--- config.mk ---
export PLATFORM = sky130hd
export DESIGN_NAME = wmc_divider
export DESIGN_NICKNAME = d
export VERILOG_FILES = /design/src/hdl/weighted_measurement_combiner_top_macros.svh /design/src/hdl/wmc_divider.sv
export SDC_FILE = /design/constraint.sdc
export NUM_CORES = 1
export LEC_CHECK = 0
export BUFFER_PORTS_ARGS = -buffer_cell sky130_fd_sc_hd__buf_2
export CAP_MARGIN = 5
export CORE_MARGIN = 2
export CORE_UTILIZATION = 35
export CTS_BUF_LIST = sky130_fd_sc_hd__clkbuf_2 sky130_fd_sc_hd__clkbuf_4 sky130_fd_sc_hd__clkbuf_8
export DETAILED_ROUTE_END_ITERATION = 12
export HOLD_SLACK_MARGIN = 0.1
export PLACE_DENSITY_LB_ADDON = 0.3
export SETUP_SLACK_MARGIN = 0.4
export SKIP_LAST_GASP = 1
export SLEW_MARGIN = 25
export SYNTH_ARGS = -nofsm -noshare
export SYNTH_HDL_FRONTEND = slang
export SYNTH_SLANG_ARGS = --single-unit
--- constraint.sdc ---
create_clock -name i_clk -period 3.75 [get_ports i_clk]
set_clock_uncertainty 0.1 [all_clocks]
set_input_delay 1.125 -clock i_clk [delete_from_list [all_inputs] [get_ports i_clk]]
set_output_delay 1.125 -clock i_clk [all_outputs]
set_load 0.03 [all_outputs]
--- src/hdl/weighted_measurement_combiner_top_macros.svh ---
// assertion macros for the weighted measurement combiner
`ifndef WEIGHTED_MEASUREMENT_COMBINER_TOP_MACROS_SVH
`define WEIGHTED_MEASUREMENT_COMBINER_TOP_MACROS_SVH

// implication checked on every clock edge outside reset
`define WMC_ASSERT_IMP(label, clk, rst_n, ante, cons) \
    label: assert property (@(posedge clk) disable iff (!rst_n) (ante) |-> (cons)) \
        else $error("assertion failed");

// implication whose consequent is checked in the cycle after the antecedent
`define WMC_ASSERT_NEXT(label, clk, rst_n, ante, cons) \
    label: assert property (@(posedge clk) disable iff (!rst_n) (ante) |=> (cons)) \
        else $error("assertion failed");

`endif

--- src/hdl/wmc_divider.sv ---
// bit-serial restoring divider, one quotient bit per cycle
module wmc_divider #(
    parameter int unsigned WIDTH = 64
) (
    input  logic             i_clk,
    input  logic             i_rst_n,
    input  logic             i_start,
    input  logic [WIDTH-1:0] i_num,
    input  logic [WIDTH-1:0] i_den,
    output logic             o_done,
    output logic [WIDTH-1:0] o_quot
);
    localparam int unsigned CW = $clog2(WIDTH + 1);

    logic [WIDTH-1:0] r_quot;
    logic [WIDTH-1:0] r_rem;
    logic [WIDTH-1:0] r_den;
    logic [CW-1:0]    r_cnt;
    logic             r_busy;
    logic             r_done;
    logic [WIDTH:0]   n_trial;
    logic [WIDTH:0]   n_shift;

    always_comb begin
        n_shift = {r_rem, r_quot[WIDTH-1]};
        n_trial = n_shift - {1'b0, r_den};
    end

    always_ff @(posedge i_clk) begin
        if (!i_rst_n) begin
            r_busy <= 1'b0;
            r_done <= 1'b0;
            r_cnt  <= '0;
        end else begin
            r_done <= 1'b0;
            if (i_start) begin
                r_busy <= 1'b1;
                r_cnt  <= CW'(WIDTH);
            end else if (r_busy) begin
                r_cnt <= r_cnt - 1'b1;
                if (r_cnt == CW'(1)) begin
                    r_busy <= 1'b0;
                    r_done <= 1'b1;
                end
            end
        end
    end

    always_ff @(posedge i_clk) begin
        if (i_start) begin
            r_quot <= i_num;
            r_rem  <= '0;
            r_den  <= i_den;
        end else if (r_busy) begin
            if (!n_trial[WIDTH]) begin
                r_rem  <= n_trial[WIDTH-1:0];
                r_quot <= {r_quot[WIDTH-2:0], 1'b1};
            end else begin
                r_rem  <= n_shift[WIDTH-1:0];
                r_quot <= {r_quot[WIDTH-2:0], 1'b0};
            end
        end
    end

    assign o_done = r_done;
    assign o_quot = r_quot;
endmodule

==> summary.txt <==
Run
  – Max_cap viols: 0

Synthesis
  – Synth cell types: 68
  – Post-Syn Instances: around 1200
  – Synthesized Nets: 1374
  – Synth warn: 0
  – Asr flop ratio synth: 0%
  – Syn Area/Cell: about 10 um^2
  – Register bit total from synthesis: around 200
  – Part of the Yosys area used for sequential elements: 44.7%
  – Number of synthesized flops with an enable pin: ~130
  – Netlist Area Pre-Place: 11900 um^2
  – Top_reg_cell synth: edfxtp_1

Placed design
  – Hpwl dp: between 20000 and 25000 um
  – Number of port buffers: ~200
  – Routability cong.: 0.880
  – Placed inst area: approximately 13000 um^2
  – Placed Instances: roughly 1800

Clock tree
  – Clock H-tree levels: 2
  – Skew-Pair Late Insertion Delay: roughly 0.57 ns
  – Count of hold-fix buffers inserted at cts: 0
  – CTS tree: done
  – Clock sinks: between 200 and 250
  – Clock Path Buffers: 3
  – Root Buffer: clkbuf_8
  – CTS Buf Count: 39
  – Clk slew on worst S/H paths: about 0.060 ns

Drt
  – DRT iter0 DRCs: between 600 and 700
  – Number of vias per cell: approximately 5.1
  – DRC errors left: 0
  – Via count: about 9700
  – Final WL: between 30000 and 40000 um
  – Antenna Violating Nets Remaining: 0
  – First drt pass iteration count: 5
  – WL/cell: roughly 17 um

Worst setup path
  – Worst setup EP type: register
  – Crit path max fanout: 6
  – Most used cell, CP: buf_6
  – Max incr delay on CP: ~0.44 ns
  – Family with the most delay on the worst path: compound AO/OA/AOI/OAI gates
  – Crit path buf inv count: 3
  – Crit Path Class: register to register
  – CP arrival: between 3 and 4 ns
  – Critical Path, Cell by Cell: ha_2 > fa_2 > and2b_2 > o2111ai_4 > a2111oi_4 > o21ai_2 > a21oi_2 > o211ai_1 > nor2b_4 > xnor2_4 > buf_6 > buf_6 > buf_12 > mux2i_2 > a211oi_2
  – Crit path max-delay cell type: a2111oi_4
  – WP data required: around 4 ns
  – Worst setup SP type: register

Cells and area
  – Fraction of layout cells with a size suffix above 1: about 30%
  – Multi-input logic area: ~6300 um^2
  – Register area: 5310 um^2
  – Final net count: 1602
  – Fin util: 44.5%
  – Area grow syn2layout: 25.6%
  – Fin cells: 1883
  – FILL cells: 3232
  – Design Area, Final: about 15000 um^2

Timing
  – Pins Over Slew Limit: 0
  – Period utilisation layout: about 93%
  – Worst relative slew slack: roughly 50%
  – RSZ-0062 raised after global routing: true
  – F_max: roughly 290 MHz
  – Post-layout min period: 3.50 ns
  – Final setup TNS: 0 ns
  – Fin. Hold Viols: 0
  – Setup violations, final: 0
  – Worst Max-Slew Pin Slew: between 0.7 and 0.8 ns

Min path
  – Worst hold path class: register to register

Pwr
  – VDD IR max: between 300 and 400 uV
  – Pwr dens: 459 nW/um^2
  – Power, Total: slightly below 7 mW
  – Leak: approximately 6.2 nW

Floorplanning
  – Die width: 188 um
  – FP Rows: 67
  – I/O pin count: ~200
  – Die outline area: approximately 35000 um^2
  – Die H: between 150 and 200 um
  – Initial Utilization: a little over a third
  – Core ar.: about 33000 um^2

Status
  – Status: finished clean

Global routing
  – Grt total ovfl: 0
  – First-pass GRT wire length: approximately 50000 um
  – Largest net degree at the start of global routing: ~140
  – Initial antenna violation count: 2
  – Vias in the first global route: a little under 10000
  – Gr usage total: around 18%
## power breakdown
part           switching [mW]  internal [mW]  total (mW)  leakage, nW
clock                    1.01           1.42        2.43        0.457
sequential              0.125           2.58        2.70         1.87
combinational           0.996          0.709        1.71         3.83
total                    2.13           4.71        6.84         6.16
## final timing paths
| path | start | endpoint | slack, ns | cells past startpoint |
|---|---|---|---|---|
| max | r_den[0]$_DFFE_PP_ | r_rem[14]$_SDFFE_PP0P_ | 0.25 | 15 |
| min | r_rem[1]$_SDFFE_PP0P_ | r_rem[1]$_SDFFE_PP0P_ | 0.39 | 2 |
| max reg2reg | r_den[0]$_DFFE_PP_ | r_rem[14]$_SDFFE_PP0P_ | 0.25 | 15 |
| min reg2reg | r_rem[1]$_SDFFE_PP0P_ | r_rem[1]$_SDFFE_PP0P_ | 0.39 | 2 |
## stage by stage
stage / hold slack [ns] / setup slack [ns]
after floorplan: 0.362 / 0.295
after global placement: 0.375 / 0.173
after detailed placement: 0.383 / 0.133
after CTS: 0.392 / 0.259
after global routing: 0.413 / 0.0889
final: 0.390 / 0.254
## registers in the layout, summed over array words and instances, names as in the netlist
name	flops
r_den	64
o_quot	64
o_done	1
r_rem	64
r_cnt	7
r_busy	1
## what timing repair did
item / CTS / global route
gates resized for setup: 55 / 20
setup endpoints to repair: 65 / 65
buffers inserted: 22 / 4
cloned: 5 / 0
pin swaps: 52 / 23
## cells in the final DEF, fill, tap and decap left out, drive strengths merged, types with 12 or more instances in the layout
cell type,n
nor2b,12
a21o,21
nor3,24
nand2,84
a21oi,87
o21a,15
o31ai,12
ha,66
dfxtp,73
edfxtp,128
clkbuf,57
buf,243
a31oi,12
mux2i,54
inv,82
nor2,105
o21ai,48
xnor2,40
a211oi,57
nand4,20
mux2,63
xor2,24
## tightest hold or removal path, cell delays in order, from the launching register on
cell and delay (ns):
dfxtp_1 0.32, nand2_1 0.06, a21oi_1 0.06
## area by class of cell
class	instances	share of cell area, %
sequential	201	35.6
antenna	1	0.0168
multi-input combinational	838	42.0
tap	448	3.76
inverter	80	2.02
timing repair buffer	244	10.8
clock inverter	14	1.06
clock buffer	57	4.72
## cells in the mapped netlist (all sizes together) (40+ instances only)
cell / count / area (um^2)
edfxtp: 128 / 3840
nor2: 105 / 394
a21oi: 87 / 439
nand2: 84 / 318
inv: 80 / 300
dfxtp: 73 / 1460
ha: 66 / 826
mux2: 63 / 709
a211oi: 57 / 433
mux2i: 54 / 541
o21ai: 48 / 244
clkbuf: 42 / 158
xnor2: 40 / 369
## routing by layer
layer | vias to the layer above | global-route usage, % | routed length, um
met4 | 2 | 6.03 | 843
met5 | - | 0 | 7
li1 | 4784 | - | -
met1 | 4504 | 23.0 | 14100
met3 | 60 | 5.33 | 2410
met2 | 324 | 27.9 | 13900
## cells by family after synthesis
family	count (synthesis)	share of synthesized area [%]
fa+ha+maj	67	7.13
flops	201	44.7
compound gates	300	16.7
buf+inv	137	4.77
mux	117	10.5
xor+xnor	64	4.88
simple gates	290	11.2
(Power assumes the default switching activity.)
