--- config.mk ---
export PLATFORM = sky130hd
export DESIGN_NAME = wmc_sqrt
export DESIGN_NICKNAME = d
export VERILOG_FILES = /design/src/hdl/weighted_measurement_combiner_top_macros.svh /design/src/hdl/wmc_sqrt.sv
export SDC_FILE = /design/constraint.sdc
export NUM_CORES = 1
export LEC_CHECK = 0
export ABC_AREA = 1
export ABC_CLOCK_PERIOD_IN_PS = 5230
export BUFFER_PORTS_ARGS = -buffer_cell sky130_fd_sc_hd__buf_4
export CAP_MARGIN = 15
export CORE_MARGIN = 5
export CORE_UTILIZATION = 48
export DETAILED_ROUTE_END_ITERATION = 7
export PLACE_DENSITY = 0.68
export SLEW_MARGIN = 20
export SYNTH_ARGS = -nofsm -noshare
export SYNTH_HDL_FRONTEND = slang
export SYNTH_SLANG_ARGS = --single-unit
export TNS_END_PERCENT = 100
--- constraint.sdc ---
create_clock -name i_clk -period 5.23 [get_ports i_clk]
set_input_delay 1.3075 -clock i_clk [delete_from_list [all_inputs] [get_ports i_clk]]
set_output_delay 1.3075 -clock i_clk [all_outputs]
set_load 0.05 [all_outputs]
--- src/hdl/weighted_measurement_combiner_top_macros.svh ---
// assertion macros for the weighted measurement combiner
`ifndef WEIGHTED_MEASUREMENT_COMBINER_TOP_MACROS_SVH
`define WEIGHTED_MEASUREMENT_COMBINER_TOP_MACROS_SVH

// implication checked on every clock edge outside reset
`define WMC_ASSERT_IMP(label, clk, rst_n, ante, cons) \
    label: assert property (@(posedge clk) disable iff (!rst_n) (ante) |-> (cons)) \
        else $error("assertion failed");

// implication whose consequent is checked in the cycle after the antecedent
`define WMC_ASSERT_NEXT(label, clk, rst_n, ante, cons) \
    label: assert property (@(posedge clk) disable iff (!rst_n) (ante) |=> (cons)) \
        else $error("assertion failed");

`endif

--- src/hdl/wmc_sqrt.sv ---
// digit-by-digit integer square root, one result bit per cycle
module wmc_sqrt #(
    parameter int unsigned WIDTH = 64
) (
    input  logic               i_clk,
    input  logic               i_rst_n,
    input  logic               i_start,
    input  logic [WIDTH-1:0]   i_rad,
    output logic               o_done,
    output logic [WIDTH/2-1:0] o_root
);
    localparam int unsigned HW = WIDTH / 2;
    localparam int unsigned CW = $clog2(HW + 1);

    logic [WIDTH-1:0] r_rad;
    logic [HW+1:0]    r_rem;
    logic [HW-1:0]    r_root;
    logic [CW-1:0]    r_cnt;
    logic             r_busy;
    logic             r_done;
    logic [HW+1:0]    n_rem;
    logic [HW+1:0]    n_trial;

    always_comb begin
        n_rem   = {r_rem[HW-1:0], r_rad[WIDTH-1 -: 2]};
        n_trial = n_rem - {r_root, 2'b01};
    end

    always_ff @(posedge i_clk) begin
        if (!i_rst_n) begin
            r_busy <= 1'b0;
            r_done <= 1'b0;
            r_cnt  <= '0;
        end else begin
            r_done <= 1'b0;
            if (i_start) begin
                r_busy <= 1'b1;
                r_cnt  <= CW'(HW);
            end else if (r_busy) begin
                r_cnt <= r_cnt - 1'b1;
                if (r_cnt == CW'(1)) begin
                    r_busy <= 1'b0;
                    r_done <= 1'b1;
                end
            end
        end
    end

    always_ff @(posedge i_clk) begin
        if (i_start) begin
            r_rad  <= i_rad;
            r_rem  <= '0;
            r_root <= '0;
        end else if (r_busy) begin
            r_rad <= {r_rad[WIDTH-3:0], 2'b00};
            if (!n_trial[HW+1]) begin
                r_rem  <= n_trial;
                r_root <= {r_root[HW-2:0], 1'b1};
            end else begin
                r_rem  <= n_rem;
                r_root <= {r_root[HW-2:0], 1'b0};
            end
        end
    end

    assign o_done = r_done;
    assign o_root = r_root;
endmodule
==> results of run 1 <==
[registers in the layout (all words and copies together) (netlist names)]
register	count
r_cnt	6
r_rad	64
o_done	1
o_root	32
r_rem	32
r_busy	1
[area by class of cell]
type,instances,area share
multi-input cells,832,0.4104
flip-flops and latches,136,0.3530
repair buffers,104,0.08195
inverters,156,0.06160
clock buffers,18,0.04505
well taps,220,0.02889
clock inverters,14,0.01904
[logic make-up after synthesis]
logic type      count (synthesis)  share of synthesized area
simple gates                  709                     0.3622
buf+inv                       192                    0.09503
flops                         136                     0.4188
compound gates                 72                    0.05250
fa+ha+maj                      34                    0.05297
xor+xnor                       17                    0.01854
[per-stage QoR]
step           hold WS (ns)    util  area (sq um)
6_report             0.4698  0.5765          9527
5_1_grt              0.4943  0.5765          9527
4_1_cts              0.4715  0.5765          9527
3_5_place_dp         0.4623  0.5396          8916
3_3_place_gp         0.4555  0.5396          8916
2_1_floorplan        0.4301       -          8031
[worst register-to-register path, cell delays in order (launching register included)]
cell and delay, ns:
dfxtp_1 0.33, inv_1 0.07, ha_1 0.37, nand2_2 0.16, inv_2 0.04, nand2_1 0.05, nand2_1 0.06, inv_1 0.07
nand3_2 0.15, nand2_2 0.11, nand2_2 0.06, nand2_2 0.11, nand3_1 0.71, nand2_1 0.70, nand2_1 0.12, nand3_1 0.11
nand2_1 0.05
[cell usage after synthesis, drive strengths merged]
master,count
a211oi,1
xor2,14
a21o,1
nand3b,3
or2,1
nand3,95
nand4,9
inv,155
xnor2,3
buf,12
o21a,3
edfxtp,64
clkbuf,24
ha,34
nor2,59
a21oi,25
nor3b,2
nor4,1
clkinv,1
and3,1
dfxtp,72
o21bai,4
nand2,528
nor3,8
o22ai,31
o21ai,7
and2,2
[per-layer routing]
| layer | part of all wire | wire (um) |
|---|---|---|
| met1 | 0.46 | 9237 |
| met2 | 0.46 | 9209 |
| met3 | 0.062 | 1245 |
| met4 | 0.012 | 242 |
| met5 | 0 | 0 |
[worst paths after layout]
| check | to | slack (ns) | depth (start not counted) |
|---|---|---|---|
| worst max-delay path | r_rem[7] | 1.88 | 16 |
| worst min-delay path | r_rem[31] | 0.47 | 2 |
| worst max register to register | r_rem[7] | 1.88 | 16 |
| worst min register to register | r_rem[31] | 0.47 | 2 |
==> results.cfg, run 1 <==
[worst_setup_path]
startpoint_type = register
crit_chain = inv_1 > ha_1 > nand2_2 > inv_2 > nand2_1 > nand2_1 > inv_1 > nand3_2 > nand2_2 > nand2_2 > nand2_2 > nand3_1 > nand2_1 > nand2_1 > nand3_1 > nand2_1
cp_common_cell = nand2_1
crit_start = o_root[6]
cp.required_ns = 5.56
worst_setup_path_end_kind = register
crit_family = simple AND/OR/NAND/NOR gates
crit_path_max_incr_delay_ns = 0.71
path_buf_inv = 3
crit_type = reg2reg
critPathMaxFanout = 21
reg2reg_from = o_root[6]
crit_slowest_cell = nand3_1
crit_arrival_ns = 3.68

[final_layout]
final_common_cell = nand2_1
multi_input_area_sq_mm = 0.003910
fin_nets = 1348
mostFrequentLayoutCells = nand2_1 (520), inv_1 (150), buf_4 (104)
insertedDiodeCount = 0
seq_area_sq_mm = 0.003363
fillerInstances = 1626
drive_gt1_frac = 0.1222
instances_no_fill = 1480
syn2layout_area_growth_pct = 18.62

[sta]
worst_pin_slew_ns = 1.029
clock.fmax_mhz = 298.1
max_slew_margin = 0.3096
hold_violations = 0
skew_ns = 0.01042
rsz0062_at_grt = no
finalWorstSetupSlack_ns = 1.876
slew_viol_final = 0
period_share = 0.6414
min_period_ns = 3.354
final-setup-viol-count = 0
fin_tns_setup_ns = 0

[route]
drc = 0
vias = 7354
wl_per_cell_um = 13.47
firstDrtPassIters = 5
drt-total-wl_mm = 19.94
ant_nets = 0
vias_per_cell = 4.969
drt-initial-drc-count = 475

[global_routing]
met3_usage = 0.04631
grtUsageMet1 = 0.2799
grt-ovfl-total = 0
antenna_found_initial = 0
grtUsageMet2 = 0.3417
top_usage_layer = met2
grt_max_degree = 68
grt_usage = 0.2083
grt_pass1_wl_mm = 33.62
grt_pass1_vias = 7056

[clocking]
cts.repair.resized = 0
postCtsSetupBuffers = 0
cts_buffers = 17
clk_pin_slew_ns = 0.07
tritoncts = yes
hold_buffers = 0
cts.path.max_buffers = 2
cts_sinks = 136
clk_latency_ns = 0.43
cts.htree.levels = 4
cts_root_buffer = clkbuf_16

[logic_synthesis]
syn-num-nets = 1261
yosysSeqAreaShare = 0.4188
avgSynthCellArea_sq_um = 6.924
synth.distinct_cells = 38
netlist_area_sq_mm = 0.008031
ys.warnings.count = 0
netlist_top_cells_area = nand2_1 (24%), edfxtp_1 (24%), dfxtp_1 (18%)
ys_seq_elements = 136
synth_top_area_cell = nand2_1
syn_inst = 1160
synth_top_area_share = 0.2430

[place]
dp_cells = 1448
portBuffers = 99
place_ws_ns = 1.471
hpwlAfterDp_mm = 14.34
gp_congestion = 0.9430

[floorplanning]
dieHeight_um = 139.4
row_count = 47
die_w_um = 139.4
initial_core_util = 0.4860
core_area_sq_mm = 0.01652
fp.dieArea_sq_mm = 0.01942
io_pins = 100

[worst_hold_path]
hp-start = r_rem[31]
hold_class = reg2reg

[run]
maxCapViolCount = 0

[status]
status = complete, no violations
Power of run 1 is not shown: default switching activity piles up to over one toggle a cycle in this logic, so the estimate is an artifact.
==> run 2: changes to the inputs <==
ABC_AREA = 0   (was 1)
ABC_CLOCK_PERIOD_IN_PS = 2950   (was 5230)
PLACE_DENSITY = 0.71   (was 0.68)
clock period = 2.95 ns   (was 5.23 ns; I/O delays follow)
==> results.cfg, run 2 <==
[place]
portBuffers = 99
placed_cell_area_sq_mm = 0.008600
hpwlAfterDp_mm = 11.83
gp_congestion = 0.9519

[final_layout]
fin_nets = 946
final_common_cell = buf_4
syn2layout_area_growth_pct = 23.03
drive_gt1_frac = 0.3077
insertedDiodeCount = 0
fillerInstances = 1306
design_area_sq_mm = 0.009259
mostFrequentLayoutCells = buf_4 (122), nor2_1 (90), edfxtp_1 (64)
largest_reg_flops = 64
top_register = r_rad

[route]
vias_per_cell = 5.524
ant_nets = 0
wl_per_cell_um = 15.65
firstDrtPassIters = 5
drt-total-wl_mm = 16.73
drt-initial-drc-count = 351
vias = 5905
drc = 0

[logic_synthesis]
syn_inst = 740
syn-num-nets = 841
synth_top_area_cell = edfxtp_1
synth_top_area_share = 0.2554
synth_edf_count = 64
ys.flop_type = dfxtp_1
avgSynthCellArea_sq_um = 10.17
ys.warnings.count = 0
synth_commonest_cells = nor2_1 (91), dfxtp_1 (72), edfxtp_1 (64)
yosysMostFrequentCell = nor2_1
netlist_top_cells_area = edfxtp_1 (26%), dfxtp_1 (19%), mux2_2 (9.4%)
netlist_area_sq_mm = 0.007526
yosysSeqAreaShare = 0.4469
synth.distinct_cells = 66
ys_seq_elements = 136
async_flop_share = 0

[power]
cellLeakagePower_nw = 3.733
ir_drop_mv = 0.8840
p_per_area_mw_per_mm2 = 951.1

[sta]
final-setup-viol-count = 0
rsz0062_at_grt = yes
timing.hold.ws_ns = 0.5048
slew_viol_final = 0
skew_ns = 0.009140
period_share = 0.9520
min_period_ns = 2.808
clock.fmax_mhz = 356.1
worst_pin_slew_ns = 0.6438
hold_violations = 0
max_slew_margin = 0.5708

[worst_setup_path]
worst_setup_path_end_kind = register
critPathMaxFanout = 15
startpoint_type = register
crit_type = reg2reg
cp.required_ns = 3.29
crit_arrival_ns = 3.15

[status]
status = complete, no violations

[floorplanning]
io_pins = 100
core_area_sq_mm = 0.01531
die_w_um = 135.2
dieHeight_um = 135.2
initial_core_util = 0.4914
fp.dieArea_sq_mm = 0.01828
row_count = 45

[global_routing]
grt_max_degree = 55
grt_pass1_wl_mm = 27.86
antenna_found_initial = 0
grt-ovfl-total = 0
grt_usage = 0.1886
grt_pass1_vias = 5947

[clocking]
cts.htree.levels = 4
cts.path.max_buffers = 2
clk_pin_slew_ns = 0.06
clk_latency_ns = 0.43
cts_sinks = 136
cts_root_buffer = clkbuf_16
tritoncts = yes
cts_buffers = 17

[run]
maxCapViolCount = 0

[worst_hold_path]
hold_class = reg2reg
-- run 2: per-layer routing --
layer / track usage / share of wire
met5: 0 / 0
met4: 0.09071 / 0.030
met3: 0.08135 / 0.089
met2: 0.3045 / 0.47
met1: 0.2152 / 0.41
-- run 2: cell type report --
cell class / count / area, sq um / share of cell area
clock inverters: 12 / 88.84 / 0.009595
multi-input cells: 522 / 3904 / 0.4216
inverters: 42 / 157.7 / 0.01703
flip-flops and latches: 136 / 3387 / 0.3658
well taps: 211 / 264.0 / 0.02851
clock buffers: 20 / 479.2 / 0.05176
repair buffers: 126 / 978.4 / 0.1057
-- run 2: critical path, cell delays in order (launching register included) --
cell and delay, ns:
dfxtp_2 0.36, inv_1 0.05, ha_2 0.36, o21a_1 0.15, o211ai_1 0.18, a211oi_4 0.30
o21ai_2 0.10, and3b_1 0.21, or3_1 0.43, buf_6 0.20, mux2i_1 0.13, a211oi_1 0.24
-- run 2: per-stage QoR --
stage	TNS (ns)	instances	power, mW	worst slack, ns	utilization
after floorplan	0	740	5.613	0.0007585	-
after global placement	0	1036	6.455	0.1771	0.5615
after detailed placement	0	1036	6.571	0.1001	0.5615
after CTS	0	1068	8.659	0.05863	0.5986
after global routing	-0.1127	1069	9.380	-0.02662	0.6046
final	0	1069	8.806	0.1416	0.6046
-- run 2: report_power, final --
part | switching, mW | internal [mW] | total, mW
Clock | 0.855 | 1.18 | 2.04
Sequential | 0.148 | 2.23 | 2.38
Combinational | 2.33 | 2.05 | 4.39
Total | 3.34 | 5.47 | 8.81
-- run 2: final timing paths --
kind         startpoint   endpoint  slack [ns]  cells past startpoint
max           o_root[4]  r_rem[13]        0.14                     11
max reg2reg   o_root[4]  r_rem[13]        0.14                     11
min reg2reg   r_rem[10]  r_rem[10]        0.50                      2
min           r_rem[10]  r_rem[10]        0.50                      2
-- run 2: cell families (layout without fill, tap and decap cells) --
| group | count (synthesis) | after routing | share of synthesized area |
|---|---|---|---|
| AO/OA/AOI/OAI | 154 | 154 | 0.1393 |
| buffers and inverters | 82 | 200 | 0.04522 |
| XOR/XNOR | 26 | 26 | 0.03026 |
| flip-flops | 136 | 136 | 0.4469 |
| AND/OR/NAND/NOR | 196 | 196 | 0.1217 |
| multiplexers | 112 | 112 | 0.1601 |
| adder cells (fa/ha/maj) | 34 | 34 | 0.05653 |
-- run 2: timing repair --
item,in CTS,in global routing
gates resized for setup,0,22
endpoints found under the hold margin,0,0
hold buffers,0,0
endpoints found under the setup margin,0,29
setup buffers,0,1
No activity file was read; power rests on OpenSTA's default activity.
==> run 3: changes to the inputs <==
ABC_CLOCK_PERIOD_IN_PS = 2750   (was 2950)
PLACE_DENSITY = 0.68   (was 0.71)
clock period = 2.75 ns   (was 2.95 ns; I/O delays follow)
==> results.cfg, run 3 (same netlist as run 2, synthesis figures left out) <==
[status]
status = finished, violations left
failed_checks = setup timing

[final_layout]
instances_no_fill = 1125
final_core_util = 0.6527
fillerInstances = 1266
largest_reg_flops = 64
syn2layout_area_growth_pct = 32.82
insertedDiodeCount = 0
drive_gt1_frac = 0.3982
final_common_cell = buf_4
fin_nets = 1002
top_register = r_rad
design_area_sq_mm = 0.009996
mostFrequentLayoutCells = buf_4 (175), nor2_1 (89), edfxtp_1 (64)

[worst_setup_path]
reg2reg_from = o_root[12]
startpoint_type = register
crit_arrival_ns = 3.12
worst_setup_path_end_kind = register
crit_start = o_root[12]
cp.required_ns = 3.09
critPathMaxFanout = 8
crit_type = reg2reg

[place]
place_ws_ns = -0.05210
portBuffers = 99
dp_cells = 1085
gp_congestion = 0.8972
placed_cell_area_sq_mm = 0.009116
hpwlAfterDp_mm = 12.87

[route]
vias_per_cell = 5.465
wl_per_cell_um = 16.26
firstDrtPassIters = 4
drc = 0
drt-initial-drc-count = 289
vias = 6148
ant_nets = 0
drt-total-wl_mm = 18.29

[clocking]
cts.htree.levels = 4
cts.path.max_buffers = 2
cts_root_buffer = clkbuf_16
tritoncts = yes
cts_buffers = 17
clk_latency_ns = 0.42
clk_pin_slew_ns = 0.06
cts_sinks = 136

[global_routing]
grt_usage = 0.1963
antenna_found_initial = 0
grt_max_degree = 48
grt_pass1_vias = 6215
grt_pass1_wl_mm = 29.37
grt-ovfl-total = 0

[sta]
max_slew_margin = 0.6363
rsz0062_at_grt = yes
period_share = 1.011
skew_ns = 0.006852
slew_viol_final = 0
timing.hold.ws_ns = 0.4888
worst_pin_slew_ns = 0.5455
fin_tns_setup_ns = -0.03597
finalWorstSetupSlack_ns = -0.03084
min_period_ns = 2.781
final-setup-viol-count = 2
hold_violations = 0
clock.fmax_mhz = 359.6

[floorplanning]
dieHeight_um = 135.2
core_area_sq_mm = 0.01531
row_count = 45
io_pins = 100
fp.dieArea_sq_mm = 0.01828
die_w_um = 135.2
initial_core_util = 0.4914

[run]
maxCapViolCount = 0

[worst_hold_path]
hold_class = in2reg
hp-start = i_rst_n

[power]
finalPower_mw = 10.75
cellLeakagePower_nw = 4.065
ir_drop_mv = 0.9328
p_per_area_mw_per_mm2 = 1075
==> run 3: changes by cell type in the layout (fill, tap and decap cells not counted), moves of 5 or more <==
cell	change
inv_1	-5
ha_4	+10
inv_2	+5
buf_4	+53
dfxtp_1	-13
dfxtp_4	+18
dfxtp_2	-5
ha_1	-8
==> run 3: area by class of cell <==
class	count	area, sq um	share of cell area
timing repair buffer	182	1446	0.1447
tap	211	264.0	0.02641
clock inverter	13	111.4	0.01114
sequential	136	3448	0.3450
multi-input combinational	522	4115	0.4117
clock buffer	19	452.9	0.04531
inverter	42	157.7	0.01577
==> run 3: worst max-delay path: stages, from the launching register on <==
cell and delay (ns):
dfxtp_4 0.34, inv_1 0.05, ha_4 0.30, a21o_1 0.13
a21oi_1 0.10, a2bb2oi_2 0.16, or3_4 0.38, and3b_2 0.22
or3_4 0.44, buf_12 0.18, mux2_4 0.30, o22ai_2 0.09
==> run 3: worst paths after layout <==
kind,endpoint,slack (ns),depth (start not counted)
worst max register to register,r_rem[1],-0.03,11
worst max-delay path,r_rem[1],-0.03,11
worst min-delay path,r_cnt[5],0.49,2
worst min register to register,r_rem[7],0.51,2
==> run 3: power by group <==
part	switching, mW	internal (mW)
clock	0.929	1.22
sequential	0.190	2.38
combinational	2.96	3.06
==> run 3: metal layers <==
metal | part of all wire | vias up | wire [um] | global-route usage
met5 | 0 | - | 0 | 0
met4 | 0.019 | 0 | 344 | 0.05823
met3 | 0.067 | 28 | 1220 | 0.06501
met2 | 0.48 | 168 | 8824 | 0.3308
met1 | 0.43 | 2931 | 7898 | 0.2398
li1 | - | 3021 | - | -
==> run 3: repair_timing <==
item | 4_1_cts | 5_1_grt
gates cloned | 0 | 3
pin swaps | 1 | 29
gates resized for setup | 6 | 39
setup buffers | 0 | 5
endpoints found under the setup margin | 13 | 31
hold buffers | 0 | 0
